--- src/sv/ste_pkg.sv ---
// Shared types and constants of the sinusoidal timestep embedding block.
package ste_pkg;

  // Maximum number of frequencies per timestep
  localparam int unsigned MaxHalf = 64;
  localparam int unsigned IdxW    = $clog2(MaxHalf);
  localparam int unsigned CountW  = 7;
  localparam int unsigned TsW     = 24;
  localparam int unsigned FreqW   = 32;
  localparam int unsigned PhaseW  = 32;
  localparam int unsigned ValW    = 16;
  localparam int unsigned CfgIdxW = 4;
  localparam int unsigned CfgDataW = 32;

  // Register stages of the quarter-wave sine unit
  localparam int unsigned SineLat = 4;

  // Reset values of the configuration registers
  localparam logic [CountW-1:0] HalfCountRst = 7'd64;
  localparam logic [FreqW-1:0]  FreqRatioRst = 32'd3719269870;

  // 1/(2*pi) in Q0.32 turns
  localparam logic [FreqW-1:0] StartFreq = 32'd683565276;
  localparam logic [63:0]      FreqRound = 64'h0000_0000_8000_0000;

  // Quarter-wave polynomial constants, Q16
  localparam logic [16:0] SinA = 17'd102944;
  localparam logic [15:0] SinB = 16'd42048;
  localparam logic [12:0] SinC = 13'd4640;

  // Full scale of the Q1.14 result
  localparam logic [15:0] SinOne   = 16'd16384;
  localparam logic [15:0] QuarterZ = 16'd32768;

  typedef enum logic [CfgIdxW-1:0] {
    CfgHalfCount = 4'd0,
    CfgFreqRatio = 4'd1
  } ste_cfg_idx_e;

  typedef enum logic [1:0] {
    QuadI   = 2'd0,
    QuadII  = 2'd1,
    QuadIII = 2'd2,
    QuadIV  = 2'd3
  } ste_quad_e;

  // One frequency step issued by the sequencer
  typedef struct packed {
    logic             valid;
    logic [TsW-1:0]   ts;
    logic [FreqW-1:0] freq;
    logic [IdxW-1:0]  idx;
    logic             last;
  } ste_item_t;

  // Control that travels beside the sine pipeline
  typedef struct packed {
    logic            valid;
    ste_quad_e       quad;
    logic [IdxW-1:0] idx;
    logic            last;
  } ste_side_t;

endpackage

--- src/sv/ste_qsine.sv ---
// Four-stage quarter-wave sine: Q1.15 angle in, Q1.14 magnitude out.
module ste_qsine (
  input  logic        clk_i,
  input  logic [15:0] z_i,
  output logic [14:0] sine_o
);

  logic [31:0] zsq;
  logic [28:0] cprod;
  logic [31:0] bprod;
  logic [32:0] aprod;
  logic [17:0] rnd;
  logic [15:0] scaled;

  logic [15:0] zz_q, zz_d;
  logic [15:0] z1_q;
  logic [15:0] t1_q, t1_d;
  logic [15:0] zz2_q;
  logic [15:0] z2_q;
  logic [16:0] t2_q, t2_d;
  logic [15:0] z3_q;
  logic [14:0] res_q, res_d;

  // Square of the angle
  assign zsq  = z_i * z_i;
  assign zz_d = zsq[30:15];

  // Innermost term
  assign cprod = ste_pkg::SinC * zz_q;
  assign t1_d  = ste_pkg::SinB - {2'b00, cprod[28:15]};

  // Middle term
  assign bprod = t1_q * zz2_q;
  assign t2_d  = ste_pkg::SinA - bprod[31:15];

  // Outer term, round to Q14 and cap at one
  assign aprod  = t2_q * z3_q;
  assign rnd    = aprod[32:15] + 18'd2;
  assign scaled = rnd[17:2];
  assign res_d  = (scaled > ste_pkg::SinOne) ? ste_pkg::SinOne[14:0] : scaled[14:0];

  always_ff @(posedge clk_i) begin
    zz_q  <= zz_d;
    z1_q  <= z_i;
    t1_q  <= t1_d;
    zz2_q <= zz_q;
    z2_q  <= z1_q;
    t2_q  <= t2_d;
    z3_q  <= z2_q;
    res_q <= res_d;
  end

  // z1_q feeds z2_q; the outer term reads z3_q
  assign sine_o = res_q;

endmodule
--- config.mk ---
export PLATFORM = sky130hd
export DESIGN_NAME = ste_qsine
export DESIGN_NICKNAME = d
export VERILOG_FILES = /design/src/sv/ste_pkg.sv /design/src/sv/ste_qsine.sv
export SDC_FILE = /design/constraint.sdc
export NUM_CORES = 2
export LEC_CHECK = 0
export ABC_AREA = 0
export BUFFER_PORTS_ARGS = -buffer_cell sky130_fd_sc_hd__buf_2
export CORE_ASPECT_RATIO = 0.7
export CORE_MARGIN = 10
export CORE_UTILIZATION = 40
export CTS_CLUSTER_SIZE = 30
export DETAILED_ROUTE_END_ITERATION = 16
export PLACE_DENSITY = 0.55
export SYNTH_ARGS = -nofsm -noshare
export SYNTH_HDL_FRONTEND = slang
export SYNTH_SLANG_ARGS = --single-unit
--- constraint.sdc ---
create_clock -name clk_i -period 14.01 [get_ports clk_i]
set_input_delay 2.802 -clock clk_i [delete_from_list [all_inputs] [get_ports clk_i]]
set_output_delay 2.802 -clock clk_i [all_outputs]
set_load 0.005 [all_outputs]
==> metrics.csv <==
metric,value,unit
Post-Synth Adder-Cell Area,54.6,%
buffer count from post-CTS setup fixing,0,
crit end category,flip-flop,
Clock Latency Late Sink,0.46,ns
RSZ-0062 raised after global routing,false,
total CTS buffers,17,
Final HPWL DP,56.8,mm
Final Slew Violations,0,
FF-to-FF path depth,26,
GR Util met1,28.2,%
cell count after synthesis,3192,
register area share after synthesis,8.82,%
"EDFF count, synth",0,
Post-Layout Cell Count,4130,
Worst Hold Class,reg -> reg,
WHS Endpoint,z3_q[3],
die area,0.0840,mm^2
Tot GR Track Use,17.3,%
count of boundary I/O pins,32,
synth unique cells,85,
GRT overflow,0,
final period utilization,67.5,%
clk slew on worst S/H paths,0.08,ns
Hold Crit Start,z2_q[3],
Post-Synth XOR/XNOR Area,2.80,%
cts repair resizes,0,
drt pass-1 iters,5,
via count,20200,
Post-route DRC,0,
GR Util met3,3.71,%
Startpoint Class,input pin,
Slew @ Worst Pin,1.10,ns
simple-gate share of the synthesized area,16.6,%
GP Congestion,0.839,
Initial DRC Count,1260,
Synth async-reset ratio,0,%
CP max stage cell,a221oi_1,
DP Area,0.0301,mm^2
first-pass GRT wire length,117,mm
nets,4092,
Fill cells,7116,
Setup CP Type,in -> reg,
CP max FO,14,
post-route ant nets,0,
multiplexer area fraction after synthesis,0.319,%
CTS tree,done,
worst clock skew,0.0201,ns
synthesized flop and latch total,128,
crit path time final,9.46,ns
"slowest stage delay, CP",0.67,ns
Max Cap Viol,0,
post-synthesis cell area,0.0290,mm^2
Peak Freq,106,MHz
clock sink count,128,
Arrival @ worst endpoint,9.84,ns
clk root buf,clkbuf_16,
core area,0.0717,mm^2
crit path from,z_i[4],
critical path required time,14.39,ns
met2 GRT Util,23.2,%
"most used cell, CP",fa_1,
"Top FF cell, synth",dfxtp_1,
relative slew slack,26.6,%
area grow syn2layout,5.78,%
Buffers on Ports,31,
Post-Layout Inst Area,0.0307,mm^2
Worst R2R Start,t2_q[9],
reg2reg end,sine_o[1],
CTS H-tree lvls,4,
vias per cell,4.90,
Post-CTS Hold Fix Bufs,0,
clk buf depth,2,
R2R Setup Slk,5.10,ns
status,finished clean,
GR peak layer,met1,
Die Height,245,um
routed length per instance,16.8,um
vias in the first global route,21000,
compound-gate portion of the synthesized area,5.85,%
setup TNS,0,ns
largest net degree at the start of global routing,20,
final hold slack,0.316,ns
Cells after DPL,4097,
area of the multi-input gates,0.0233,mm^2
Reg area,0.00256,mm^2
Setup Viol. Count Final,0,
initial core utilization,40.5,%
syn nets,4134,
syn avg cell area,9.10,um^2
Hold Fails Final Rpt,0,
hold depth,0,
final wirelength,69.4,mm
layout cells sized above 1,3.98,%
FP Rows,82,
YS warnings,0,
main combinational cell family by area after synthesis,adder cells,
Die Wd,342,um
initial antenna violation count,1,
## through the flow
| step | util (%) | setup slack (ns) |
|---|---|---|
| after floorplan | - | 5.05 |
| after global placement | 42.0 | 4.09 |
| after detailed placement | 42.0 | 4.10 |
| after CTS | 42.8 | 4.56 |
| after global routing | 42.8 | 4.22 |
| final | 42.8 | 4.55 |
## cells in the mapped netlist (25+ instances only)
cell	n	area share, %
fa_1	571	39
and2_1	284	6.1
o21ai_0	28	0.48
dfxtp_1	128	8.8
nand3_1	42	0.72
clkbuf_1	96	1.2
a21o_1	25	0.65
a21oi_1	47	0.81
nand2_1	412	5.3
nor2_1	75	0.97
ha_1	354	15
xnor2_1	62	1.9
xor2_1	27	0.81
nor3_1	33	0.57
inv_1	742	9.6
## layout by cell type (no fill, tap or decap), types with 13 or more instances in the layout
master | Yosys | final
o21a_1 | 17 | 17
clkbuf_16 | 0 | 17
nand4_1 | 15 | 15
nand3_1 | 42 | 42
inv_1 | 742 | 742
and3_1 | 17 | 17
a31oi_1 | 13 | 13
a21oi_1 | 47 | 47
fa_1 | 571 | 571
a21o_1 | 25 | 25
and2_1 | 284 | 284
o21ai_0 | 28 | 28
buf_4 | 1 | 13
buf_2 | 4 | 31
dfxtp_1 | 128 | 128
nor3_1 | 33 | 33
xnor2_1 | 62 | 62
nor2_1 | 75 | 75
xor2_1 | 27 | 27
nand2_1 | 412 | 412
ha_1 | 354 | 354
## layout make-up
class                      count  area share (%)
antenna                        1         0.00814
clock buffer                  18            1.40
clock inverter                14           0.664
inverter                     742            9.07
multi-input combinational   2217            75.8
sequential                   128            8.34
tap                          966            3.93
timing repair buffer          44           0.823
## cell families (layout without fill, tap and decap cells)
family                     after synthesis  count (layout)
AOI/OAI and AO/OA                      231             231
other                                    0               1
buffers and inverters                  847             818
and+or+nand+nor                        961             961
muxes                                    9               9
xor gates and xnor gates                91              91
adders and majority gates              925             925
DFF                                    128             128
## layer usage
| metal | vias to the layer above | share of wire [%] |
|---|---|---|
| met3 | 28 | 7.0 |
| li1 | 9633 | - |
| met5 | - | 0 |
| met1 | 10100 | 54 |
| met4 | 0 | 0.60 |
| met2 | 498 | 39 |
## critical path, delay by kind of cell
family                     cells  cell delay (ns)
AOI/OAI and AO/OA             10             2.56
buffers and inverters          6             0.71
and+or+nand+nor                2             0.45
adders and majority gates      7             3.19
xor gates and xnor gates       1             0.12
## worst max-delay path by stage
| stage | end | slack, ns | cells after the start |
|---|---|---|---|
| floorplan | zz_q[15] | 5.05 | 25 |
| global placement | zz_q[15] | 4.09 | 26 |
| detailed placement | zz_q[15] | 4.10 | 26 |
| CTS | zz_q[15] | 4.56 | 26 |
| global route | zz_q[15] | 4.22 | 26 |
| finish | zz_q[15] | 4.55 | 26 |
## flip-flops by register name, summed over array words and instances, names as in the netlist
signal and count:
sine_o 15, t1_q 16, t2_q 17, z1_q 16, z2_q 16, z3_q 16, zz2_q 16, zz_q 16
Power is left out: the tool's default activity adds up to more than one toggle a clock period on the data nets, which glitch-free logic cannot reach.
