===== src/sv/ste_pkg.sv =====
// Shared types and constants of the sinusoidal timestep embedding block.
package ste_pkg;

  // Maximum number of frequencies per timestep
  localparam int unsigned MaxHalf = 64;
  localparam int unsigned IdxW    = $clog2(MaxHalf);
  localparam int unsigned CountW  = 7;
  localparam int unsigned TsW     = 24;
  localparam int unsigned FreqW   = 32;
  localparam int unsigned PhaseW  = 32;
  localparam int unsigned ValW    = 16;
  localparam int unsigned CfgIdxW = 4;
  localparam int unsigned CfgDataW = 32;

  // Register stages of the quarter-wave sine unit
  localparam int unsigned SineLat = 4;

  // Reset values of the configuration registers
  localparam logic [CountW-1:0] HalfCountRst = 7'd64;
  localparam logic [FreqW-1:0]  FreqRatioRst = 32'd3719269870;

  // 1/(2*pi) in Q0.32 turns
  localparam logic [FreqW-1:0] StartFreq = 32'd683565276;
  localparam logic [63:0]      FreqRound = 64'h0000_0000_8000_0000;

  // Quarter-wave polynomial constants, Q16
  localparam logic [16:0] SinA = 17'd102944;
  localparam logic [15:0] SinB = 16'd42048;
  localparam logic [12:0] SinC = 13'd4640;

  // Full scale of the Q1.14 result
  localparam logic [15:0] SinOne   = 16'd16384;
  localparam logic [15:0] QuarterZ = 16'd32768;

  typedef enum logic [CfgIdxW-1:0] {
    CfgHalfCount = 4'd0,
    CfgFreqRatio = 4'd1
  } ste_cfg_idx_e;

  typedef enum logic [1:0] {
    QuadI   = 2'd0,
    QuadII  = 2'd1,
    QuadIII = 2'd2,
    QuadIV  = 2'd3
  } ste_quad_e;

  // One frequency step issued by the sequencer
  typedef struct packed {
    logic             valid;
    logic [TsW-1:0]   ts;
    logic [FreqW-1:0] freq;
    logic [IdxW-1:0]  idx;
    logic             last;
  } ste_item_t;

  // Control that travels beside the sine pipeline
  typedef struct packed {
    logic            valid;
    ste_quad_e       quad;
    logic [IdxW-1:0] idx;
    logic            last;
  } ste_side_t;

endpackage


===== src/sv/ste_seq.sv =====
// Sequencer: holds the timestep and steps the frequency once per result.
module ste_seq (
  input  logic                      clk_i,
  input  logic                      rst_ni,
  input  logic                      start,
  output logic                      busy,
  input  logic [ste_pkg::TsW-1:0]   timestep_i,
  input  logic [ste_pkg::CountW-1:0] half_count_i,
  input  logic [ste_pkg::FreqW-1:0] freq_ratio_i,
  output ste_pkg::ste_item_t        item_o
);

  logic                        busy_q, busy_d;
  logic [ste_pkg::TsW-1:0]     ts_q, ts_d;
  logic [ste_pkg::FreqW-1:0]   freq_q, freq_d;
  logic [ste_pkg::IdxW-1:0]    idx_q, idx_d;
  logic [ste_pkg::IdxW-1:0]    last_idx_q, last_idx_d;
  logic [ste_pkg::IdxW-1:0]    last_idx_new;
  logic [63:0]                 fprod;
  logic [63:0]                 fround;
  logic                        is_last;

  // Clamp the count to 1..MaxHalf and keep its last index
  always_comb begin
    if (half_count_i == '0) begin
      last_idx_new = '0;
    end else if (half_count_i > ste_pkg::CountW'(ste_pkg::MaxHalf)) begin
      last_idx_new = ste_pkg::IdxW'(ste_pkg::MaxHalf - 1);
    end else begin
      last_idx_new = ste_pkg::IdxW'(half_count_i - 7'd1);
    end
  end

  // Rounded product of frequency and ratio
  assign fprod   = freq_q * freq_ratio_i;
  assign fround  = fprod + ste_pkg::FreqRound;
  assign is_last = (idx_q == last_idx_q);

  // Load on a start transfer, advance while busy
  always_comb begin
    busy_d     = busy_q;
    ts_d       = ts_q;
    freq_d     = freq_q;
    idx_d      = idx_q;
    last_idx_d = last_idx_q;
    if (busy_q) begin
      freq_d = fround[63:32];
      idx_d  = idx_q + 1'b1;
      if (is_last) begin
        busy_d = 1'b0;
        idx_d  = '0;
      end
    end else if (start) begin
      busy_d     = 1'b1;
      ts_d       = timestep_i;
      freq_d     = ste_pkg::StartFreq;
      idx_d      = '0;
      last_idx_d = last_idx_new;
    end
  end

  always_ff @(posedge clk_i or negedge rst_ni) begin
    if (!rst_ni) begin
      busy_q     <= 1'b0;
      ts_q       <= '0;
      freq_q     <= '0;
      idx_q      <= '0;
      last_idx_q <= '0;
    end else begin
      busy_q     <= busy_d;
      ts_q       <= ts_d;
      freq_q     <= freq_d;
      idx_q      <= idx_d;
      last_idx_q <= last_idx_d;
    end
  end

  assign busy         = busy_q;
  assign item_o.valid = busy_q;
  assign item_o.ts    = ts_q;
  assign item_o.freq  = freq_q;
  assign item_o.idx   = idx_q;
  assign item_o.last  = is_last;

endmodule


===== config.mk =====
export PLATFORM = sky130hd
export DESIGN_NAME = ste_seq
export DESIGN_NICKNAME = d
export VERILOG_FILES = /design/src/sv/ste_pkg.sv /design/src/sv/ste_seq.sv
export SDC_FILE = /design/constraint.sdc
export NUM_CORES = 2
export LEC_CHECK = 0
export ABC_AREA = 0
export BUFFER_PORTS_ARGS = -buffer_cell sky130_fd_sc_hd__buf_2
export CORE_ASPECT_RATIO = 1.25
export CORE_MARGIN = 2
export CORE_UTILIZATION = 45
export CTS_CLUSTER_DIAMETER = 40
export DETAILED_ROUTE_END_ITERATION = 10
export PLACE_DENSITY = 0.65
export SETUP_SLACK_MARGIN = 0.2
export SYNTH_ARGS = -nofsm -noshare
export SYNTH_HDL_FRONTEND = slang
export SYNTH_SLANG_ARGS = --single-unit

===== constraint.sdc =====
create_clock -name clk_i -period 6.65 [get_ports clk_i]
set_input_delay 0.9975 -clock clk_i [delete_from_list [all_inputs] [get_ports clk_i]]
set_output_delay 0.9975 -clock clk_i [all_outputs]
set_load 0.03 [all_outputs]

==> out/results.txt <==
The logs give 30700 for the number of global-route vias before repair and 0 for the number of slew-limit violations in the final report. Yosys mapped a number of flops with a built-in enable equal to 0. The clock passes through at most 2 buffers. Setup repair after global routing could not meet its margin everywhere.

The simple-gate area share of the yosys netlist works out to 0.1853. For the worst flop-to-flop path, the logic depth is 23. The critical path starts at freq_ratio_i[6]. The share of the clock period used by the worst path was 1.135; the post-layout minimum cycle time was 7.548 ns. The initial antenna violation count was 1. The multiplexer area fraction after synthesis came out at 0.0002778.

The largest fanout of any net on the critical path works out to 8. Clock skew on the completed layout was measured at 0.009392 ns. The finished layout holds 5338 standard cells, fillers aside.

The first global-routing pass estimated 166.0 mm of wire. TritonCTS built the clock tree. Setup slack on the worst reg-to-reg path comes out at -0.82 ns. In this run the cell area measured after placement is 0.04068 mm2.

Final weighted congestion in routability-driven placement: 0.9088. The region available for standard cell placement spans 0.07968 mm2. The run gives 0 as the count of unresolved DRC violations after routing. The hold violation count in the final report was 0.

TritonCTS created 9 clock buffers. The startpoint identified for the worst register-to-register timing path is freq_q[25]$_DFFE_PN0P_. The die is 257.1 um wide. The number of design-rule violations left by the first detailed-router iteration is 1236. For the detailed-routed wire length on met3, the log shows 4.300 mm.

The net count of the mapped netlist was 5188; the routed metal-1 wirelength was 39.00 mm. The fraction of layout cells with a size suffix above 1 works out to 0.1972. Netlist area before placement: 0.03603 mm2.

The vertical die dimension came out at 320.4 um. For the worst endpoint required time, the log shows 6.88 ns. Root buffer cell: sky130_fd_sc_hd__clkbuf_16. Among all stages on the critical path, the largest delay is contributed by sky130_fd_sc_hd__fa_1. The layout overhead on the synthesized area came out at 19.39%. Global routing finished with a remaining overflow of 0. For the number of different library cells in the post-synthesis netlist, the log shows 63. The logs give -22.17 ns for the final sum of negative setup slack and 27620 for the overall via count from detail_route. Commonest register cell after synthesis: sky130_fd_sc_hd__dfrtp_1. After legalization and detailed placement, the total HPWL measured 87.77 mm. The share of synthesized area occupied by flip-flops and latches is 0.04792, and the initial cell density of the core is 0.4522. The routed length per placed instance is 19.83 um.

The worst min-delay path category is in2async. Dividing the detail-routed via count by the number of cells gives 5.175. Dividing the synthesized area by the synthesized cell count gives 9.152 um2. The logs give 0 for the count of hold-fix buffers inserted at cts and 66 for the pin count of the biggest net entering global routing. The die covers 0.08237 mm2. By startpoint and endpoint, the worst setup path is classified as in2reg. The tools report the startpoint type of the worst setup path as an input pin. The library cell used most frequently in the layout, excluding fill and tap cells, is sky130_fd_sc_hd__inv_1. Final net count: 5520. The smallest setup slack after layout was -0.8984 ns. Summed over all nets, wire length on met2 after detailed routing comes to 55.62 mm.

Counting stages on the worst path, the most repeated cell is sky130_fd_sc_hd__fa_1. After clock tree synthesis, the clock-pin slew on the worst setup and hold paths is 0.06 ns. Fill cells in the final layout number 7184. Timing analysis after detailed placement gives a worst setup slack of -1.650 ns.

The post-synthesis instance total was 3937. The flow ran to the end, but the final reports show violations. The tools report the total routing resource utilization after global routing as 0.2613. After synthesis the netlist holds a flip-flop and latch count of 69.

The share of flip-flops with an asynchronous set or reset after synthesis is 1.000. The count of buffers added on input and output ports is 130. For the worst relative slew slack, the log shows 0.2164.

The xor/xnor cell area share of the yosys netlist came out at 0.01069. In this design, the stage delay of the slowest critical-path cell is 0.61 ns. Pin placement for this block handled 131 I/O pins. For the pin with the worst max-slew slack, the measured transition is 1.173 ns. The remaining antenna violation count after routing came out at 0. Traced cell by cell, the critical path runs through buf_16 -> and2_4 -> fa_2 -> fa_2 -> fa_1 -> inv_1 -> fa_1 -> inv_1 -> fa_1 -> fa_2 -> fa_1 -> fa_1 -> ha_4 -> nand2_2 -> nor2_1 -> a211oi_4 -> a2bb2oi_2 -> o21ai_2 -> a211o_4 -> a311oi_4 -> o21ai_2 -> a211o_1 -> a32o_1. For the number of standard-cell rows in the floorplan, the log shows 116.

The library cells used most frequently in the layout, excluding fill and tap cells, are sky130_fd_sc_hd__inv_1 (843), sky130_fd_sc_hd__fa_1 (829), sky130_fd_sc_hd__and2_1 (576). The adder and majority gate portion of the synthesized area was 0.5984; the number of warning messages in the yosys log was 0. By area, the combinational part of the netlist is dominated by adder cells.

For this run, the top clock speed supported by timing is 0.1325 GHz. The number of iterations in the first detailed-routing pass was 7; the compound-cell area share of the yosys netlist was 0.04288. The final reports fail on negative setup slack.

The tools report the placed cell count as 5278. Signal routing reaches up to met4. Post-detailed-routing wire length: 105.8 mm.

Across the run, the number of max-cap violations was 0. The clock tree synthesis step divided the H-tree into 3 levels. Endpoint type of the worst setup path: a flip-flop. For the worst-skew pair, the clock arrives at the later sink with an insertion delay of 0.35 ns. Final cell area excluding filler cells: 0.04302 mm2. STA puts the critical path data arrival time at 7.77 ns.

Counting every sink on the clock net gives 69. The total of endpoints with negative setup slack in the final report was 32.
-- stage by stage --
| step | hold slack [ns] | util |
|---|---|---|
| finish | 0.4639 | 0.5399 |
| global route | 0.4631 | 0.5399 |
| CTS | 0.4576 | 0.5296 |
| detailed placement | 0.4585 | 0.5105 |
| global placement | 0.4552 | 0.5105 |
| floorplan | 0.4586 | - |
-- area by class of cell --
cell class              count  area, um2  share of cell area
clock inverters             7      122.6            0.002850
well taps                1062       1329             0.03089
diodes                      2      5.005           0.0001163
repair buffers            540       4860              0.1130
clock buffers               9      225.2            0.005235
flip-flops and latches     69       1728             0.04017
inverters                 878       3296             0.07661
multi-input cells        2771      31460              0.7312
-- synthesized netlist by cell type, types with 4 or more instances --
| cell type | instances | area [um2] |
|---|---|---|
| sky130_fd_sc_hd__fa_1 | 896 | 17940 |
| sky130_fd_sc_hd__ha_1 | 289 | 3616 |
| sky130_fd_sc_hd__o31ai_1 | 7 | 52.55 |
| sky130_fd_sc_hd__inv_1 | 878 | 3296 |
| sky130_fd_sc_hd__or3_1 | 8 | 50.05 |
| sky130_fd_sc_hd__clkbuf_1 | 216 | 810.8 |
| sky130_fd_sc_hd__nor2b_1 | 9 | 56.30 |
| sky130_fd_sc_hd__a21o_1 | 27 | 202.7 |
| sky130_fd_sc_hd__nand2_1 | 527 | 1978 |
| sky130_fd_sc_hd__nor3_1 | 10 | 50.05 |
| sky130_fd_sc_hd__a211o_1 | 7 | 61.31 |
| sky130_fd_sc_hd__xor2_1 | 20 | 175.2 |
| sky130_fd_sc_hd__and3_1 | 11 | 68.82 |
| sky130_fd_sc_hd__a22o_1 | 4 | 35.03 |
| sky130_fd_sc_hd__and2_1 | 646 | 4041 |
| sky130_fd_sc_hd__dfrtp_1 | 69 | 1727 |
| sky130_fd_sc_hd__nand3_1 | 21 | 105.1 |
| sky130_fd_sc_hd__a21oi_1 | 74 | 370.4 |
| sky130_fd_sc_hd__a211oi_1 | 7 | 52.55 |
| sky130_fd_sc_hd__nor2_1 | 46 | 172.7 |
| sky130_fd_sc_hd__nand4_1 | 10 | 62.56 |
| sky130_fd_sc_hd__xnor2_1 | 24 | 210.2 |
| sky130_fd_sc_hd__o21bai_1 | 12 | 90.09 |
| sky130_fd_sc_hd__a31oi_1 | 12 | 75.07 |
| sky130_fd_sc_hd__o21a_1 | 7 | 52.55 |
| sky130_fd_sc_hd__o21ai_0 | 48 | 240.2 |
-- per-layer routing --
| layer | vias to the layer above | GRT usage |
|---|---|---|
| met1 | 14350 | 0.3003 |
| li1 | 12130 | - |
| met4 | 0 | 0.1373 |
| met2 | 857 | 0.4800 |
| met3 | 287 | 0.02450 |
| met5 | - | 0 |
-- cell families (layout without fill, tap and decap cells) --
kind of cell / Yosys count / count (layout)
compound gates: 239 / 239
xor+xnor: 44 / 44
fa+ha+maj: 1186 / 1186
buf+inv: 1097 / 1434
flops: 69 / 69
mux: 1 / 1
other cells: 0 / 2
simple gates: 1301 / 1301
-- worst paths after layout --
kind / end
worst min register to register: ts_q[2]$_DFFE_PN0P_
max in group asynchronous: freq_q[26]$_DFFE_PN0P_
min in group clk_i: ts_q[2]$_DFFE_PN0P_
worst min-delay path: freq_q[24]$_DFFE_PN0P_
worst max register to register: freq_q[26]$_DFFE_PN0P_
worst max-delay path: freq_q[26]$_DFFE_PN0P_
-- state kept, by name (all words and copies together) (netlist names) --
name,flops
idx_q,6
busy,1
ts_q,24
last_idx_q,6
freq_q,32
-- critical path, delay by kind of cell --
kind	cells	cell delay (ns)
AOI/OAI and AO/OA	8	1.86
adders and majority gates	9	4.39
and+or+nand+nor	3	0.29
buffers and inverters	3	0.24
-- what timing repair did --
action	4_1_cts	5_1_grt
setup endpoints to repair	32	32
gates resized for setup	228	156
gates cloned	4	7
setup buffers	15	16
pin swaps	122	128
Power is not shown: default switching activity piles up to over one toggle a cycle in this logic, so the estimate is an artifact.
